<file path="src/hdl/blst_pkg.sv">
// shared types, constants and table sizes for the logistic survival test
`timescale 1ns / 1ps
package blst_pkg;

	localparam int SPECIES_COUNT = 16;
	localparam int SP_W = (SPECIES_COUNT > 1) ? $clog2(SPECIES_COUNT) : 1;
	localparam int COEF_DEPTH = SPECIES_COUNT * 2;
	localparam int COEF_AW = $clog2(COEF_DEPTH);

	localparam logic [15:0] THRESH_RESET = 16'd51200;
	localparam logic [5:0] YEARS_RESET = 6'd1;

	localparam logic CMD_EVAL = 1'b0;
	localparam logic CMD_LOAD = 1'b1;

	localparam logic [2:0] SEL_LOW_A = 3'd0;
	localparam logic [2:0] SEL_LOW_B = 3'd1;
	localparam logic [2:0] SEL_HIGH_A = 3'd2;
	localparam logic [2:0] SEL_HIGH_B = 3'd3;
	localparam logic [2:0] SEL_THRESH = 3'd4;

	typedef struct packed {
		logic cmd;
		logic [3:0] species;
		logic [2:0] coef_select;
		logic signed [23:0] coef_value;
		logic [15:0] diameter;
		logic [15:0] light_level;
		logic [15:0] random_value;
	} blst_req_t;

	typedef struct packed {
		logic dead;
		logic [15:0] survival_prob;
	} blst_res_t;

	// control that travels down the pipe with each tree
	typedef struct packed {
		logic valid;
		logic neg;
		logic [15:0] rnd;
	} blst_tag_t;

	function automatic logic [SP_W-1:0] wrap_species(input logic [3:0] s);
		int w;
		w = int'(s) % SPECIES_COUNT;
		return SP_W'(w);
	endfunction

	function automatic logic [COEF_AW-1:0] coef_addr(input logic [SP_W-1:0] sp,
			input logic hi);
		int w;
		w = int'(sp) * 2 + int'(hi);
		return COEF_AW'(w);
	endfunction

endpackage

</file>
<file path="src/hdl/blst_div.sv">
// restoring divider, one quotient bit per stage, gives p in q1.31
`timescale 1ns / 1ps
module blst_div (
	input logic clk,
	input logic arst_n,
	input blst_pkg::blst_tag_t tag_in,
	input logic [31:0] t_in,
	output blst_pkg::blst_tag_t tag_out,
	output logic [31:0] quot
);
	import blst_pkg::*;

	blst_tag_t tag_s [0:32];
	logic [32:0] rem_s [0:32];
	logic [31:0] low_s [0:32];
	logic [31:0] q_s [0:32];
	logic [32:0] den_s [0:32];

	always_ff @(posedge clk or negedge arst_n) begin
		if (!arst_n) begin
			tag_s[0] <= '0;
		end else begin
			tag_s[0] <= tag_in;
		end
	end

	// numerator 2^63 for x >= 0, else t * 2^31
	always_ff @(posedge clk) begin
		den_s[0] <= {1'b1, t_in};
		q_s[0] <= '0;
		if (tag_in.neg) begin
			rem_s[0] <= {2'b0, t_in[31:1]};
			low_s[0] <= {t_in[0], 31'b0};
		end else begin
			rem_s[0] <= 33'h0_8000_0000;
			low_s[0] <= '0;
		end
	end

	for (genvar k = 0; k < 32; k++) begin : g_bit
		logic [33:0] sh_c;
		logic [33:0] diff_c;
		logic take_c;
		assign sh_c = {rem_s[k], low_s[k][31]};
		assign diff_c = sh_c - {1'b0, den_s[k]};
		assign take_c = (sh_c >= {1'b0, den_s[k]});
		always_ff @(posedge clk) begin
			rem_s[k+1] <= take_c ? diff_c[32:0] : sh_c[32:0];
			low_s[k+1] <= {low_s[k][30:0], 1'b0};
			q_s[k+1] <= {q_s[k][30:0], take_c};
			den_s[k+1] <= den_s[k];
		end
		always_ff @(posedge clk or negedge arst_n) begin
			if (!arst_n) begin
				tag_s[k+1] <= '0;
			end else begin
				tag_s[k+1] <= tag_s[k];
			end
		end
	end

	assign tag_out = tag_s[32];
	assign quot = q_s[32];
endmodule

</file>
<file path="config.mk">
export PLATFORM = sky130hd
export DESIGN_NAME = blst_div
export DESIGN_NICKNAME = d
export VERILOG_FILES = /design/src/hdl/blst_pkg.sv /design/src/hdl/blst_div.sv
export SDC_FILE = /design/constraint.sdc
export NUM_CORES = 2
export LEC_CHECK = 0
export BUFFER_PORTS_ARGS = -buffer_cell sky130_fd_sc_hd__buf_4
export CORE_MARGIN = 2
export CORE_UTILIZATION = 30
export DETAILED_ROUTE_END_ITERATION = 16
export GPL_TIMING_DRIVEN = 0
export HOLD_SLACK_MARGIN = 0.05
export PLACE_DENSITY = 0.51
export SLEW_MARGIN = 10
export SYNTH_ARGS = -nofsm -noshare
export SYNTH_HDL_FRONTEND = slang
export SYNTH_MEMORY_MAX_BITS = 65536
export SYNTH_SLANG_ARGS = --single-unit
export TNS_END_PERCENT = 30
</file>
<file path="constraint.sdc">
create_clock -name clk -period 3.7 [get_ports clk]
set_input_delay 0 -clock clk [delete_from_list [all_inputs] [get_ports clk]]
set_output_delay 0 -clock clk [all_outputs]
set_load 0.01 [all_outputs]
</file>
# Word level (Yosys, flattened, before mapping)
# Memories as Yosys holds them, arrays and structs flattened.
# Index checks and enable logic that the tools add are counted.
totals:
  word_cells: 206
  output_inout_bits: 50
  ramBits: 4257
  n_memories: 4
  latch_bits: 0
  regBits: 594
  mem_bits_ro: 0
  input_bits: 52
memory_table:
  columns: ["memory", "words", "width", "rd", "rd_clocked_by_memory_dff", "wr", "line_no", "rtl"]
  rows:
  - ["den_s", 33, 33, 32, 0, 33, "blst_div.sv:17", "logic [32:0] den_s [0:32];"]
  - ["rem_s", 33, 33, 32, 0, 33, "blst_div.sv:14", "logic [32:0] rem_s [0:32];"]
  - ["q_s", 33, 32, 33, 0, 33, "blst_div.sv:16", "logic [31:0] q_s [0:32];"]
  - ["low_s", 33, 31, 32, 0, 33, "blst_div.sv:15", "logic [31:0] low_s [0:32];"]
classes:
  n_eq_ne: 0
  magnitude_cmp: 32
  n_mux: 37
  reduce_logical: 0
  mul: 0
  shifts: 0
  n_div: 0
  n_addsub: 32
  bitwise: 2
ops:
  columns: ["cell", "n"]
  rows:
  - ["33-bit two-way mux", 33]
  - ["34-bit by 33-bit greater-or-equal comparator with 1-bit output", 32]
  - ["33-bit subtractor", 32]
  - ["31-bit two-way mux", 1]
  - ["1-bit two-way mux", 3]
  - ["1-bit bitwise OR", 2]

# Depth between registers and ports, before layout
depth:
  word_depth: 3
  mapped_depth: 17
  mapped_depth_nobuf: 16

# Worst setup path before layout
# No wires, ideal clock.
synth_timing:
  path_type: "reg2reg"
  startpoint: "memory rem_s[4][0] (netlist: rem_s[0][132])"
  endpoint: "memory rem_s[5][5] (netlist: rem_s[0][170])"
  period_less_slack_ns: 3.345
  setup_time_ns: 0.121
  stages_incl_launch_ff: 16
  t_required_ns: 3.579
  t_arrival_ns: 3.223
  path_buffers: 1
  slack_ns: 0.355
  cell_sequence: "dfxtp_1 > inv_1 > fa_1 > and2b_1 > o31ai_2 > a22oi_2 > a211oi_2 > o31ai_4 > o211ai_2 > o21ai_1 > a21o_1 > a31oi_4 > o21a_2 > o21ai_4 > buf_6 > mux2_4"
synth_lines:
  columns: ["element", "line_no"]
  rows:
  - ["from (decl)", "blst_div.sv:14"]

==> flow_summary.json <==
{
  "area_growth_syn_to_layout_pct": 18.7,
  "tritoncts.num_buffers": 363,
  "slew-limit-headroom": 0.325,
  "tightestPinTransition_ns": 1.00,
  "setup_repair_after_global_routing_missed_its_margin": "yes",
  "finalNonFillerCells": 20124,
  "placed_cells_incl_taps": 19282,
  "fp.dieH_um": 668,
  "max_cap_violations": 0,
  "largest_stage_delay_on_the_critical_path_ns": 0.38,
  "post-synth-top-count-cell": "sky130_fd_sc_hd__dfxtp_1",
  "cell_chain_critical_path": "inv_1 > ha_1 > nor2b_1 > o31a_1 > o41a_1 > a311oi_2 > a211o_1 > nand2_1 > a21o_1 > o31ai_2 > o21bai_1 > a21oi_1 > xnor2_1 > mux2_2",
  "cpLargestDelayFamily": "compound AO/OA/AOI/OAI gates",
  "timing.critical_path.required_ns": 4.52,
  "core-area_um2": 438000,
  "end_kind": "flip-flop",
  "worstPathArrival_ns": 4.45,
  "routed_via_density": 4.52,
  "synth.top_cells.by_count": "2608 x sky130_fd_sc_hd__dfxtp_1, 1309 x sky130_fd_sc_hd__inv_1, 1111 x sky130_fd_sc_hd__a21oi_1",
  "tritoncts_clock_tree": "done",
  "synth_seq_cells": 3202,
  "cts.clk_slew.worst_paths_ns": 0.06,
  "min_delay_src": "tag_in[16]",
  "number_of_vias_after_detailed_routing": 90998,
  "dr.pass1.iters": 5,
  "clock_sinks": 3202,
  "ctsHtreeMaxLevel": 5,
  "synthesis.nets": 14399,
  "number_of_global_route_vias_before_repair": 91134,
  "length_in_cells_of_the_worst_reg_to_reg_path": 14,
  "drive_above_1_share": 0.107,
  "pin_count_of_the_biggest_net_entering_global_routing": 101,
  "syn-instance-count": 13293,
  "fin_total_pwr_mw": 156,
  "grt_remaining_overflow": 0,
  "regToRegEndpoint": "rem_s[0][417]",
  "power_per_cell_area_nw_per_um2": 995,
  "route.final.wire_length_um": 331000,
  "number_of_top_level_pins": 102,
  "cellLeakagePower_nw": 72.0,
  "synth_enable_flop_cells": 0,
  "synth.cell_area_um2": 132000,
  "ff2ff_setup_slack_ns": 0.07,
  "ys_async_sr_fraction": 0.186,
  "grt_first_pass_wirelength_um": 516000,
  "antenna_found_initial": 11,
  "critical_path.n_buffers_inverters": 1,
  "yosysSeqAreaShare": 0.507,
  "syn_avg_cell_area_um2": 9.95,
  "post-route-period-util": 0.980,
  "yosys_warnings": 0,
  "placementRows": 243,
  "ant_nets": 0,
  "insertion_delay_ns": 0.95,
  "detail_route.iter0.violations": 5397,
  "synth.distinct_cells": 109,
  "ctsRootBufferMaster": "sky130_fd_sc_hd__clkbuf_16",
  "setup.worst_path.class": "reg -> reg",
  "utilization": 0.358,
  "die-area_um2": 446000,
  "finalHoldWorstSlack_ns": 0.166,
  "hold-path-cell-count": 4,
  "timing.critical_path.from_type": "flip-flop",
  "finalClockSkew_ns": 0.0886,
  "wire_per_inst_um": 16.4,
  "synth_area_leader_cell": "sky130_fd_sc_hd__dfxtp_1",
  "initial_core_util": 0.302,
  "port_buffers": 101,
  "timing_hold_violations_final": 0,
  "final.min_clock_period_ns": 3.63,
  "path_max_fanout": 3,
  "reg2reg_from": "den_s[0][364]",
  "groute.usage.overall": 0.145,
  "nets": 15043,
  "setup_violations": 0,
  "bufs_on_longest_clock_path": 4,
  "yosys-top-cells-area": "sky130_fd_sc_hd__dfxtp_1 39%, sky130_fd_sc_hd__dfrtp_1 11%, sky130_fd_sc_hd__ha_1 9.7%, sky130_fd_sc_hd__a21oi_1 4.2%, sky130_fd_sc_hd__inv_1 3.7%",
  "fp.dieW_um": 668,
  "slew_violations": 0,
  "fmax_mhz": 276,
  "worst_hold_path_type": "in -> reg",
  "gpl.final_weighted_congestion": 0.874,
  "drc_errors": 0,
  "vdd_ir_drop_max_mv": 0.523,
  "worst_path_max_delay_cell": "sky130_fd_sc_hd__dfxtp_2",
  "place_hpwl_um": 254000,
  "synthFlopType": "sky130_fd_sc_hd__dfxtp_1",
  "fraction_of_synthesized_cell_area_taken_by_the_top_area_cell_type": 0.395,
  "timing.hold.worst_endpoint": "rem_s[0][17]",
  "outcome": "finished clean"
}
==> per-stage QoR <==
stage                     setup slack (ns)  instance area (um2)  TNS (ns)
after global routing                -0.150               157000     -3.44
after floorplan                      0.355               132000         0
final                               0.0743               157000         0
after global placement               -5.27               140000  -3210.86
after CTS                          -0.0369               156000    -0.386
after detailed placement             -1.02               141000   -273.45
==> layout make-up <==
class,count,area (um2)
fillers,44186,282000
flip-flops and latches,3202,67100
multi-input cells,8422,59900
clock buffers,502,10400
well taps,5880,7360
inverters,1309,4910
repair buffers,280,2570
clock inverters,168,2550
plain buffers,359,2190
diodes,2,5.00
==> tightest hold or removal path, cell delays in order <==
cell                            delay, ns
sky130_fd_sc_hd__dlygate4sd3_1       0.53
sky130_fd_sc_hd__buf_4               0.17
sky130_fd_sc_hd__clkbuf_1            0.19
sky130_fd_sc_hd__and2_1              0.17
==> registers in the layout, indices dropped and copies added, names as in the netlist <==
register	flops
den_s	1024
low_s	1
tag_s	576
rem_s	1055
tag_out	18
q_s	528
==> metal layers <==
layer / wire length (um) / vias up / share of wire / global-route usage
met5: 31 / - / 0.000094 / 0
met4: 10300 / 4 / 0.031 / 0.0432
met3: 15300 / 538 / 0.046 / 0.0239
met2: 146000 / 1609 / 0.44 / 0.233
met1: 159000 / 42136 / 0.48 / 0.198
li1: - / 46711 / - / -
==> power by group <==
group	leakage (nW)	switching, mW	internal (mW)
sequential	28.9	5.67	44.6
clock	6.25	15.0	23.0
combinational	36.8	38.6	29.2
total	72.0	59.3	96.9
==> worst max path at each step <==
| stage | cells after the start | from | endpoint |
|---|---|---|---|
| detailed placement | 14 | rem_s[0][429] | rem_s[0][488] |
| CTS | 15 | rem_s[0][132] | rem_s[0][195] |
| floorplan | 15 | rem_s[0][132] | rem_s[0][170] |
| finish | 14 | den_s[0][364] | rem_s[0][417] |
| global placement | 1 | arst_n | tag_s[293] |
| global route | 15 | den_s[0][596] | rem_s[0][645] |
==> layout by cell type (no fill, tap or decap), types with 56 or more instances in the layout <==
master	count
sky130_fd_sc_hd__a21o_1	596
sky130_fd_sc_hd__a21oi_1	1052
sky130_fd_sc_hd__a21oi_2	56
sky130_fd_sc_hd__a31oi_1	92
sky130_fd_sc_hd__and2_1	79
sky130_fd_sc_hd__and3_1	76
sky130_fd_sc_hd__buf_4	249
sky130_fd_sc_hd__clkbuf_1	211
sky130_fd_sc_hd__clkbuf_16	373
sky130_fd_sc_hd__clkbuf_8	59
sky130_fd_sc_hd__dfrtp_1	594
sky130_fd_sc_hd__dfxtp_1	2600
sky130_fd_sc_hd__dlygate4sd3_1	103
sky130_fd_sc_hd__ha_1	1015
sky130_fd_sc_hd__inv_1	1309
sky130_fd_sc_hd__mux2_2	192
sky130_fd_sc_hd__nand2_1	956
sky130_fd_sc_hd__nand2b_1	154
sky130_fd_sc_hd__nand3_1	192
sky130_fd_sc_hd__nand4_1	174
sky130_fd_sc_hd__nor2_1	683
sky130_fd_sc_hd__nor2b_1	166
sky130_fd_sc_hd__nor3_1	106
sky130_fd_sc_hd__o21a_1	93
sky130_fd_sc_hd__o21ai_0	786
sky130_fd_sc_hd__o21ai_1	107
sky130_fd_sc_hd__o21bai_1	126
sky130_fd_sc_hd__xnor2_1	476
sky130_fd_sc_hd__xor2_1	396
==> repair_timing <==
action                                  CTS  global route
endpoints found under the setup margin  966           914
buffers inserted                         23            43
pin swaps                                33            88
resized for setup                       276           303
hold buffers                            103             0
cloned                                    0             3
endpoints found under the hold margin   440             0
==> logic make-up (layout without fill, tap and decap cells) <==
| kind of cell | Yosys count | after routing | share of synthesized area |
|---|---|---|---|
| compound gates | 3431 | 3432 | 0.160 |
| xor+xnor | 872 | 872 | 0.0577 |
| fa+ha+maj | 1054 | 1054 | 0.101 |
| buf+inv | 1670 | 2618 | 0.0504 |
| flops | 3202 | 3202 | 0.507 |
| mux | 268 | 268 | 0.0235 |
| other cells | 0 | 2 | 0 |
| simple gates | 2796 | 2796 | 0.0998 |
Note: power is estimated with default switching activity, not from simulation.
